<file path="config.mk">
export PLATFORM = sky130hd
export DESIGN_NAME = percent_escape_encoder_core_flat
export DESIGN_NICKNAME = d
export VERILOG_FILES = /design/src/pec_pkg.sv /design/src/pec_channels.sv /design/src/pec_expand.sv /design/src/percent_escape_encoder_core.sv /design/src/flat_wrapper.sv
export SDC_FILE = /design/constraint.sdc
export NUM_CORES = 1
export LEC_CHECK = 0
export ABC_AREA = 1
export BUFFER_PORTS_ARGS = -buffer_cell sky130_fd_sc_hd__buf_2
export CORE_ASPECT_RATIO = 0.9
export CORE_UTILIZATION = 25
export CTS_CLUSTER_DIAMETER = 30
export DETAILED_ROUTE_END_ITERATION = 8
export MAX_ROUTING_LAYER = met4
export PLACE_DENSITY_LB_ADDON = 0.15
export REMOVE_ABC_BUFFERS = 1
export SLEW_MARGIN = 40
export SYNTH_ARGS = -nofsm -noshare
export SYNTH_HDL_FRONTEND = slang
export SYNTH_SLANG_ARGS = --single-unit
</file>
<file path="constraint.sdc">
create_clock -name clk -period 3.9 [get_ports clk]
set_input_delay 0.585 -clock clk [delete_from_list [all_inputs] [get_ports clk]]
set_output_delay 0.585 -clock clk [all_outputs]
set_load 0.01 [all_outputs]
</file>
<file path="src/pec_pkg.sv">
`timescale 1ns / 1ps
`default_nettype none

package pec_pkg;

    // longest escaped run: escape, 'x', four hex digits
    localparam int MAX_RUN   = 6;
    localparam int RUN_CNT_W = $clog2(MAX_RUN + 1);

    localparam int CU_W      = 16;
    localparam int BYTE_W    = 8;
    localparam int MAP_W     = 64;
    localparam int MAP_WORDS = 4;
    localparam int CFG_IDX_W = 8;

    localparam logic [BYTE_W-1:0] ESCAPE_RESET = 8'h25;

    typedef enum logic [CFG_IDX_W-1:0] {
        CFG_ESCAPE_BYTE = 8'd0,
        CFG_ALLOW_MAP_0 = 8'd1,
        CFG_ALLOW_MAP_1 = 8'd2,
        CFG_ALLOW_MAP_2 = 8'd3,
        CFG_ALLOW_MAP_3 = 8'd4
    } cfg_reg_e;

    // one expanded run, byte 0 goes out first
    typedef struct packed {
        logic [MAX_RUN-1:0][BYTE_W-1:0] bytes;
        logic [RUN_CNT_W-1:0]           rem;
    } run_t;

endpackage

`default_nettype wire

</file>
<file path="src/pec_channels.sv">
`timescale 1ns / 1ps
`default_nettype none

interface pec_unit_if;
    import pec_pkg::*;
    logic            valid;
    logic            ready;
    logic [CU_W-1:0] code_unit;

    modport source (output valid, output code_unit, input ready);
    modport sink (input valid, input code_unit, output ready);
endinterface

interface pec_byte_if;
    import pec_pkg::*;
    logic              valid;
    logic              ready;
    logic [BYTE_W-1:0] out_byte;
    logic              last_of_run;

    modport source (output valid, output out_byte, output last_of_run, input ready);
    modport sink (input valid, input out_byte, input last_of_run, output ready);
endinterface

interface pec_cfg_if;
    import pec_pkg::*;
    logic                 valid;
    logic                 ready;
    logic [CFG_IDX_W-1:0] index;
    logic [MAP_W-1:0]     data;

    modport source (output valid, output index, output data, input ready);
    modport sink (input valid, input index, input data, output ready);
endinterface

`default_nettype wire

</file>
<file path="src/pec_expand.sv">
`timescale 1ns / 1ps
`default_nettype none

module pec_expand
    import pec_pkg::*;
(
    input  logic [CU_W-1:0]            code_unit,
    input  logic [BYTE_W-1:0]          escape_byte,
    input  logic [MAP_WORDS*MAP_W-1:0] allow_map,
    output run_t                       run
);

    function automatic logic [BYTE_W-1:0] hex_lower(input logic [3:0] nib);
        logic [BYTE_W-1:0] r;
        if (nib < 4'd10)
            r = 8'h30 + {4'd0, nib};
        else
            r = 8'h57 + {4'd0, nib};
        return r;
    endfunction

    function automatic logic is_alnum(input logic [BYTE_W-1:0] b);
        return (b >= 8'h61 && b <= 8'h7a) || (b >= 8'h41 && b <= 8'h5a)
            || (b >= 8'h30 && b <= 8'h39);
    endfunction

    logic              short_unit;
    logic              raw;
    logic [BYTE_W-1:0] low_byte;

    assign low_byte   = code_unit[7:0];
    assign short_unit = (code_unit[15:8] == 8'd0) && (low_byte != 8'd0);
    assign raw        = short_unit && (is_alnum(low_byte) || allow_map[low_byte]);

    always_comb
    begin
        run.bytes = '0;
        if (raw)
        begin
            run.bytes[0] = low_byte;
            run.rem      = RUN_CNT_W'(1);
        end
        else if (short_unit)
        begin
            run.bytes[0] = escape_byte;
            run.bytes[1] = hex_lower(code_unit[7:4]);
            run.bytes[2] = hex_lower(code_unit[3:0]);
            run.rem      = RUN_CNT_W'(3);
        end
        else
        begin
            run.bytes[0] = escape_byte;
            run.bytes[1] = 8'h78;
            run.bytes[2] = hex_lower(code_unit[15:12]);
            run.bytes[3] = hex_lower(code_unit[11:8]);
            run.bytes[4] = hex_lower(code_unit[7:4]);
            run.bytes[5] = hex_lower(code_unit[3:0]);
            run.rem      = RUN_CNT_W'(MAX_RUN);
        end
    end

endmodule

`default_nettype wire

</file>
<file path="src/percent_escape_encoder_core.sv">
`timescale 1ns / 1ps
`default_nettype none

// percent escape encoder
// unit_ch takes one 16-bit code unit per item; byte_ch gives one byte per item,
// with last_of_run high on the final byte for that code unit
// letters, digits and allow-map bytes pass raw (1 byte); other units 1..255 give
// escape + two lowercase hex digits (3 bytes); zero or units above 255 give
// escape, 'x' and four hex digits (6 bytes)
// cfg_ch writes escape_byte (index 0) and allow_map_0..3 (index 1..4), always
// ready; other indexes are dropped; write only while the block is idle
// path: an accepted code unit is held in the run register, and its first byte then
// moves into the output register once that is empty or its byte is taken
// throughput: one output byte per cycle while byte_ch.ready is high; the run
// register empties one byte at a time and takes the next code unit in the same
// cycle its last byte moves out
// reset: escape byte is '%', allow map is clear, both channels empty
// stall: the output register holds while byte_ch.ready is low, the run
// register holds its remaining bytes, and unit_ch.ready drops while it holds any
module percent_escape_encoder_core
    import pec_pkg::*;
(
    input  logic        clk,
    input  logic        rst_n,
    pec_unit_if.sink    unit_ch,
    pec_byte_if.source  byte_ch,
    pec_cfg_if.sink     cfg_ch
);

    // configuration registers
    logic [BYTE_W-1:0]                escape_reg;
    logic [MAP_WORDS-1:0][MAP_W-1:0]  allow_reg;

    // run register: bytes still to send for the current code unit
    logic  run_valid_reg;
    run_t  run_reg;
    run_t  run_next;

    // output register
    logic              out_valid_reg;
    logic [BYTE_W-1:0] out_byte_reg;
    logic              out_last_reg;

    logic unit_take;
    logic out_load;
    logic run_done;
    cfg_reg_e cfg_sel;

    assign cfg_sel = cfg_reg_e'(cfg_ch.index);

    // expansion of the incoming code unit
    pec_expand u_expand (
        .code_unit   (unit_ch.code_unit),
        .escape_byte (escape_reg),
        .allow_map   (allow_reg),
        .run         (run_next)
    );

    // output register moves on when empty or when its byte is taken
    assign out_load = run_valid_reg && (!out_valid_reg || byte_ch.ready);
    assign run_done = out_load && (run_reg.rem == RUN_CNT_W'(1));

    // a new code unit enters when the run register is empty or sends its last byte
    assign unit_ch.ready = !run_valid_reg || run_done;
    assign unit_take     = unit_ch.valid && unit_ch.ready;

    assign cfg_ch.ready = 1'b1;

    assign byte_ch.valid       = out_valid_reg;
    assign byte_ch.out_byte    = out_byte_reg;
    assign byte_ch.last_of_run = out_last_reg;

    // control state and configuration
    always_ff @(posedge clk or negedge rst_n)
    begin
        if (!rst_n)
        begin
            escape_reg    <= ESCAPE_RESET;
            allow_reg     <= '0;
            run_valid_reg <= 1'b0;
            out_valid_reg <= 1'b0;
        end
        else
        begin
            if (cfg_ch.valid)
            begin
                unique case (cfg_sel)
                    CFG_ESCAPE_BYTE: escape_reg   <= cfg_ch.data[BYTE_W-1:0];
                    CFG_ALLOW_MAP_0: allow_reg[0] <= cfg_ch.data;
                    CFG_ALLOW_MAP_1: allow_reg[1] <= cfg_ch.data;
                    CFG_ALLOW_MAP_2: allow_reg[2] <= cfg_ch.data;
                    CFG_ALLOW_MAP_3: allow_reg[3] <= cfg_ch.data;
                    default: ; // unknown index, write dropped
                endcase
            end

            if (unit_take)
                run_valid_reg <= 1'b1;
            else if (run_done)
                run_valid_reg <= 1'b0;

            if (out_load)
                out_valid_reg <= 1'b1;
            else if (byte_ch.ready)
                out_valid_reg <= 1'b0;
        end
    end

    // payload
    always_ff @(posedge clk)
    begin
        if (unit_take)
            run_reg <= run_next;
        else if (out_load)
        begin
            // shift the run down one byte
            run_reg.bytes <= {{BYTE_W{1'b0}}, run_reg.bytes[MAX_RUN-1:1]};
            run_reg.rem   <= run_reg.rem - RUN_CNT_W'(1);
        end

        if (out_load)
        begin
            out_byte_reg <= run_reg.bytes[0];
            out_last_reg <= (run_reg.rem == RUN_CNT_W'(1));
        end
    end

    // a code unit only enters when at most the last byte of a run is pending
    a_ready_only_at_run_end: assert property (@(posedge clk) disable iff (!rst_n)
        unit_ch.ready |-> (!run_valid_reg || run_reg.rem == RUN_CNT_W'(1)))
        else $error("unit accepted while run has bytes left");

    // a held run always has between one and six bytes
    a_run_len_range: assert property (@(posedge clk) disable iff (!rst_n)
        run_valid_reg |-> (run_reg.rem != '0 && run_reg.rem <= RUN_CNT_W'(MAX_RUN)))
        else $error("run length out of range");

    // the last flag follows the run count of the byte loaded
    a_last_matches_count: assert property (@(posedge clk) disable iff (!rst_n)
        out_load |=> (out_last_reg == $past(run_reg.rem == RUN_CNT_W'(1))))
        else $error("last_of_run does not match run count");

    // an accepted code unit is held in the run register next cycle
    a_take_fills_run: assert property (@(posedge clk) disable iff (!rst_n)
        unit_take |=> run_valid_reg)
        else $error("accepted code unit lost");

endmodule

`default_nettype wire

</file>
<file path="src/flat_wrapper.sv">
// flat-port wrapper written by rule: the top's interface ports become plain ports
module percent_escape_encoder_core_flat import pec_pkg::*;
  (clk, rst_n, unit_ch_valid, unit_ch_code_unit, unit_ch_ready, byte_ch_valid, byte_ch_out_byte, byte_ch_last_of_run, byte_ch_ready, cfg_ch_valid, cfg_ch_index, cfg_ch_data, cfg_ch_ready);
  pec_unit_if unit_ch_i ();
  pec_byte_if byte_ch_i ();
  pec_cfg_if cfg_ch_i ();
  input  logic clk;
  input  logic rst_n;
  input wire logic [$bits(unit_ch_i.valid)-1:0] unit_ch_valid;
  input wire logic [$bits(unit_ch_i.code_unit)-1:0] unit_ch_code_unit;
  output wire logic [$bits(unit_ch_i.ready)-1:0] unit_ch_ready;
  output wire logic [$bits(byte_ch_i.valid)-1:0] byte_ch_valid;
  output wire logic [$bits(byte_ch_i.out_byte)-1:0] byte_ch_out_byte;
  output wire logic [$bits(byte_ch_i.last_of_run)-1:0] byte_ch_last_of_run;
  input wire logic [$bits(byte_ch_i.ready)-1:0] byte_ch_ready;
  input wire logic [$bits(cfg_ch_i.valid)-1:0] cfg_ch_valid;
  input wire logic [$bits(cfg_ch_i.index)-1:0] cfg_ch_index;
  input wire logic [$bits(cfg_ch_i.data)-1:0] cfg_ch_data;
  output wire logic [$bits(cfg_ch_i.ready)-1:0] cfg_ch_ready;
  assign unit_ch_i.valid = unit_ch_valid;
  assign unit_ch_i.code_unit = unit_ch_code_unit;
  assign unit_ch_ready = unit_ch_i.ready;
  assign byte_ch_valid = byte_ch_i.valid;
  assign byte_ch_out_byte = byte_ch_i.out_byte;
  assign byte_ch_last_of_run = byte_ch_i.last_of_run;
  assign byte_ch_i.ready = byte_ch_ready;
  assign cfg_ch_i.valid = cfg_ch_valid;
  assign cfg_ch_i.index = cfg_ch_index;
  assign cfg_ch_i.data = cfg_ch_data;
  assign cfg_ch_ready = cfg_ch_i.ready;
  percent_escape_encoder_core u_core (.clk(clk), .rst_n(rst_n), .unit_ch(unit_ch_i), .byte_ch(byte_ch_i), .cfg_ch(cfg_ch_i));
endmodule
</file>
After elaboration in Yosys (flattened, before gate mapping)
Index checks and enable logic that the tools add are counted.
W data, S select, Z words.
{"block": "totals", "ff_bits": 326, "input_bits": 93, "out_inout_bits": 12}
{"block": "classes", "addsub": 9, "order_cmp": 11, "n_eq_ne": 5, "n_mux": 16, "n_reduce_logical": 26}
{"cell": "$mux W51", "count": 2}
{"cell": "$mux W40", "count": 1}
{"cell": "$add A7 B4 Y8 const A", "count": 4}
{"cell": "$mux W8", "count": 4}
{"cell": "$add A6 B4 Y7 const A", "count": 4}
{"cell": "$mux W27", "count": 1}
{"cell": "$mux W24", "count": 1}
{"cell": "$eq A8 B2 Y1 const B", "count": 2}
{"cell": "$ge A8 B7 Y1 const B", "count": 2}
{"cell": "$le A8 B7 Y1 const B", "count": 2}
{"cell": "$logic_not A8 Y1", "count": 2}
{"cell": "$lt A4 B4 Y1 const B", "count": 4}
{"cell": "$mux W11", "count": 1}
{"cell": "$reduce_and A2 Y1", "count": 5}
{"cell": "$lt A8 B9 Y1 const B", "count": 1}
{"cell": "$bmux W1 S8", "count": 1}
{"cell": "$eq A8 B1 Y1 const B", "count": 1}
{"cell": "$eq A8 B3 Y1 const B", "count": 1}
{"cell": "$ge A8 B6 Y1 const B", "count": 1}
{"cell": "$le A8 B6 Y1 const B", "count": 1}
{"cell": "$logic_and A1 B1 Y1", "count": 8}
{"cell": "$reduce_bool A8 Y1", "count": 1}
{"cell": "$reduce_bool A2 Y1", "count": 3}
{"cell": "$logic_or A1 B1 Y1", "count": 5}
{"cell": "other kinds (4)", "count": 9}

Logic depth before layout (Yosys ltp)
{"block": "depth", "depth_word": 8, "depth_mapped": 20, "ltp_nobuf": 17}

By module
Synthesis repeated with hierarchy kept, for this count alone.
{"block": "unflattened", "cells_unflattened": 2201, "area_unflattened_um2": 17012.6}
{"module": "percent_escape_encoder_core", "n_inst": 1, "cells_per_inst": 1404, "area_each_um2": 13223.9}
{"module": "pec_expand", "n_inst": 1, "cells_per_inst": 797, "area_each_um2": 3788.6}

Worst setup path before layout
No wires, ideal clock.
{"block": "synth_path", "path_kind": "input -> register", "startpoint": "input port byte_ch_ready", "endpoint": "register u_core.run_reg[0] in the netlist's numbering, enable pin", "setup_time_ns": 0.569, "arrival_ns": 2.463, "slack_ns": 0.867, "stages": 8, "n_path_buf": 2, "cell_sequence": "inv_1 > nand2_1 > a21oi_1 > nor2_1 > inv_1 > clkbuf_1 > clkbuf_1 > nand2_1"}
{"block": "synth_via", "elab_chain_len": 6}
{"item": "start: declaration", "line_no": "flat_wrapper.sv:15", "source": "input wire logic [$bits(byte_ch_i.ready)-1:0] byte_ch_ready;"}
{"item": "$logic_or A1 B1 Y1 *", "line_no": "percent_escape_encoder_core.sv:60", "source": "assign out_load = run_valid_reg && (!out_valid_reg || byte_ch.ready);"}
{"item": "$logic_and A1 B1 Y1 *", "line_no": "percent_escape_encoder_core.sv:60"}
{"item": "$logic_and A1 B1 Y1", "line_no": "percent_escape_encoder_core.sv:61", "source": "assign run_done = out_load && (run_reg.rem == RUN_CNT_W'(1));"}
{"item": "$logic_or A1 B1 Y1", "line_no": "percent_escape_encoder_core.sv:64", "source": "assign unit_ch.ready = !run_valid_reg || run_done;"}
{"item": "$logic_and A1 B1 Y1", "line_no": "percent_escape_encoder_core.sv:65", "source": "assign unit_take = unit_ch.valid && unit_ch.ready;"}
{"item": "$reduce_bool A2 Y1 (no line) *"}
{"item": "end signal: assignment", "line_no": "percent_escape_encoder_core.sv:113", "source": "run_reg <= run_next;"}
{"item": "end: declaration", "line_no": "percent_escape_encoder_core.sv:36", "source": "run_t run_reg;"}
Every way passes the cells marked *; elsewhere a longest branch is shown, timed or not.
A chain may end at the register's enable or synchronous reset.

Worst setup path after layout
{"block": "layout_path", "startpoint": "input port unit_ch_code_unit[1]", "endpoint": "register u_core.run_reg[22] in the netlist's numbering (data pin)"}
{"block": "layout_via", "elab_chain_len": 8}
{"item": "start: declaration", "line_no": "flat_wrapper.sv:10", "source": "input wire logic [$bits(unit_ch_i.code_unit)-1:0] unit_ch_code_unit;"}
{"item": "parallel branches: the longest is 6 deep, another holds $bmux W1 S8"}
{"item": "$mux W40 *", "line_no": "pec_expand.sv:38", "source": "if (raw)"}
{"item": "$mux W51 *", "line_no": "percent_escape_encoder_core.sv:112", "source": "if (unit_take)"}
Every way passes the cells marked *. The select of a mux whose other input is x is not followed.

==> metrics.md <==
| Metric | Value |
|---|---|
| Async SR Flop Fraction | between 80% and 90% |
| Crit path arrival time | 3.21 ns |
| Worst Reg-to-Reg Cells | 11 |
| Largest family of logic cells by synthesized area | simple AND/OR/NAND/NOR gates |
| # IOs | 105 |
| Reg2Reg Launch Point | u_core.run_reg[0]$_DFFE_PP_ |
| Global-route wire length before repair | 76600 um |
| Final hold viol count | 8 |
| Clock Path Buffers | 3 |
| WHS | -0.0357 ns |
| Max incr delay on CP | 0.40 ns |
| Leak Pwr | just over 9 nW |
| Area Growth Syn to Fin | 32.4% |
| Yosys top cell by area | dfrtp_1 |
| Status | finished, violations left |
| Crit Path Category | in2reg |
| Post-synthesis xor/xnor area fraction | 0.290% |
| Rows | 85 |
| Number of max-cap violations | 0 |
| Worst skew pair latency | roughly 0.6 ns |
| CP max stage cell | buf_4 |
| Largest cells by area after synthesis | dfrtp_1, nand2_1, edfxtp_1 |
| Worst-path clk slew | approximately 0.040 ns |
| RSZ-0062 raised after global routing | false |
| Finished Layout Cells | 2829 |
| Fmax | 362 MHz |
| Mux cell area share after synthesis | 0% |
| # setup viols final | 0 |
| CP Buf/Inv Count | 3 |
| Nets | 2075 |
| Post-DR wirelength/cell | 16.9 um |
| Final Cycle Share | between 70 and 80% |
| Fin crit period | 2.77 ns |
| Layout cells sized above 1 | between 15 and 20% |
| DRC errors left | 8 |
| Failing checks | DRC, hold timing |
| Pwr Total | 13.5 mW |
| Compound-Gate Fraction of Synth Area | 11.9% |
| Sequential area share after synthesis | 55.0% |
| Vias in the first global route | 13.2k |
| Full die area | 0.0615 mm2 |
| Global-route usage over all layers | 16.5% |
| GPL Wtd Cong | 0.797 |
| Hold Crit Class | in2async |
| Yosys reg bits | 321 |
| Post-CTS Hold Buffers | 0 |
| FILL cells | 6283 |
| Relative slew slack | a little under half |
| Antenna viol nets, final | 0 |
| Synth warn | 0 |
| Ys flop type | dfrtp_1 |
| GRT overflow | 0 |
| Pwr/cell area | 673 mW/mm2 |
| Number of enable flip-flop cells after synthesis | 55 |
| # diodes | 0 |
| Final Max Slew Viols | 0 |
| Final core occ | 33.5% |
| R2r setup slk | roughly 1.4 ns |
| Top cells by count, synth | nand2_1, o21ai_0, dfrtp_1 |
| Worst reg2reg path endpoint | u_core.run_reg[41]$_DFFE_PP_ |
| Critical Path End Type | register |
| Count leader, synth | nand2_1 |
| Clk sinks | 321 |
| Pre-CTS WS | 0.447 ns |
| Worst setup margin | 1.13 ns |
| Die height | 235 um |
| Crit path max-delay family | simple AND/OR/NAND/NOR gates |
| Pin count of the biggest net entering global routing | approximately 130 |
| Drt pass-1 iters | 9 |
| Starting Density | 25.3% |
| IO Port Bufs | a little over 100 |
| Distinct cells, synth | 39 |
| DP HPWL | 30900 um |
| Cells after DPL | 2654 |
| Syn Area/Cell | 8.15 um2 |
| Area share of the largest cell type after synthesis | a little over two fifths |
| Cts repair resizes | 0 |
| DRT iter0 DRCs | 889 |
| Worst EP required | 4.34 ns |
| Post-Syn Instances | approximately 1.9k |
| Crit-path cells | buf_2, inv_4, buf_4, ha_1, nand3b_1, nand2_1, a21oi_1, o21ai_0, a21oi_1, o21ai_0, nand3_2, nand2_4, nand2_2, o21ai_0 |
| DR vias/cell | 4.54 |
| Initial antenna violation count | 0 |
| Worst Skew | 0.0142 ns |
| Simple-gate share of the synthesized area | 24.9% |
| Synth Cell Area | 0.0151 mm2 |
| Final wirelength | 47900 um |
| Synth Area in Adders | 1.24% |
| Placed standard-cell area | 0.0165 mm2 |
| H-tree Lvls | 3 |
| Core Region | 0.0598 mm2 |
| CTS buffer count | 94 |
| Slew @ Worst Pin | 0.815 ns |
| Cell mode on critical path | o21ai_0 |
| Max reg flops | 256 |
| Setup Fix Bufs, Post-CTS | 0 |
| CTS root buffer | clkbuf_16 |
| Chip Width | 261 um |
| Via count | between 10k and 15k |
| Peak VDD IR | roughly 270 uV |
| Clock tree from TritonCTS | built |
| Final instance area | 0.0200 mm2 |
| Crit start category | primary input |
| Crit path max fanout | 25 |
-- cell families (layout without fill, tap and decap cells) --
group,count (synthesis),count (layout)
AOI/OAI and AO/OA,346,346
adders and majority gates,15,15
buffers and inverters,243,433
xor gates and xnor gates,5,5
other,1,1
DFF,321,321
and+or+nand+nor,925,925
-- stage by stage --
stage | hold WS (ns) | setup TNS (ns)
final | -0.0357 | 0
after global routing | 0.0150 | 0
after CTS | 0.00828 | 0
after detailed placement | 0.414 | 0
after global placement | 0.407 | 0
after floorplan | 0.289 | -22.05
-- metal layers --
layer / GRT usage, % / vias up / part of all wire (%)
li1: - / 6272 / -
met1: 22.5 / 6203 / 49
met2: 24.6 / 295 / 45
met3: 3.28 / 83 / 4.6
met4: 4.67 / 0 / 1.8
met5: - / - / 0
-- cell type report --
cell class,count,area [um2],area share [%]
Clock inverter,57,913,4.56
Inverter,127,482,2.41
Sequential cell,321,8310,41.5
Tap cell,783,980,4.89
Clock buffer,118,2640,13.2
Timing Repair Buffer,131,851,4.25
Multi-Input combinational cell,1292,5840,29.2
-- placed cells by master, fill, tap and decap left out, types with 5 or more instances in the layout --
cell type and instances:
nor2_1 37, nand4_1 7, inv_1 121, clkbuf_1 9, clkinvlp_4 9, dfrtp_1 263
buf_4 20, clkbuf_8 11, o21ai_0 294, buf_12 9, o21ai_2 8, nor3_1 5
ha_1 15, edfxtp_1 55, buf_2 101, clkbuf_16 98, clkinv_2 15, nand2_1 704
bufinv_16 23, nand3_1 157, a21oi_1 30
-- worst max-delay path by stage --
stage / startpoint / slack (ns) / depth (start not counted) / endpoint
2_1_floorplan: cfg_ch_index[4] / -0.17 / 4 / u_core.allow_reg[128]$_DFFE_PN0P_
3_3_place_gp: unit_ch_code_unit[1] / 0.41 / 14 / u_core.run_reg[22]$_DFFE_PP_
3_5_place_dp: unit_ch_code_unit[1] / 0.45 / 14 / u_core.run_reg[15]$_DFFE_PP_
4_1_cts: unit_ch_code_unit[1] / 1.07 / 14 / u_core.run_reg[22]$_DFFE_PP_
5_1_grt: unit_ch_code_unit[0] / 0.88 / 17 / u_core.run_reg[15]$_DFFE_PP_
6_report: unit_ch_code_unit[1] / 1.13 / 14 / u_core.run_reg[22]$_DFFE_PP_
-- where the power goes --
| part | total (mW) | switching [mW] | internal, mW |
|---|---|---|---|
| Sequential | 3.97 | 0.131 | 3.84 |
| Clock | 8.48 | 2.24 | 6.25 |
| Combinational | 1.01 | 0.682 | 0.328 |
Power figures use the tool's default switching activity.
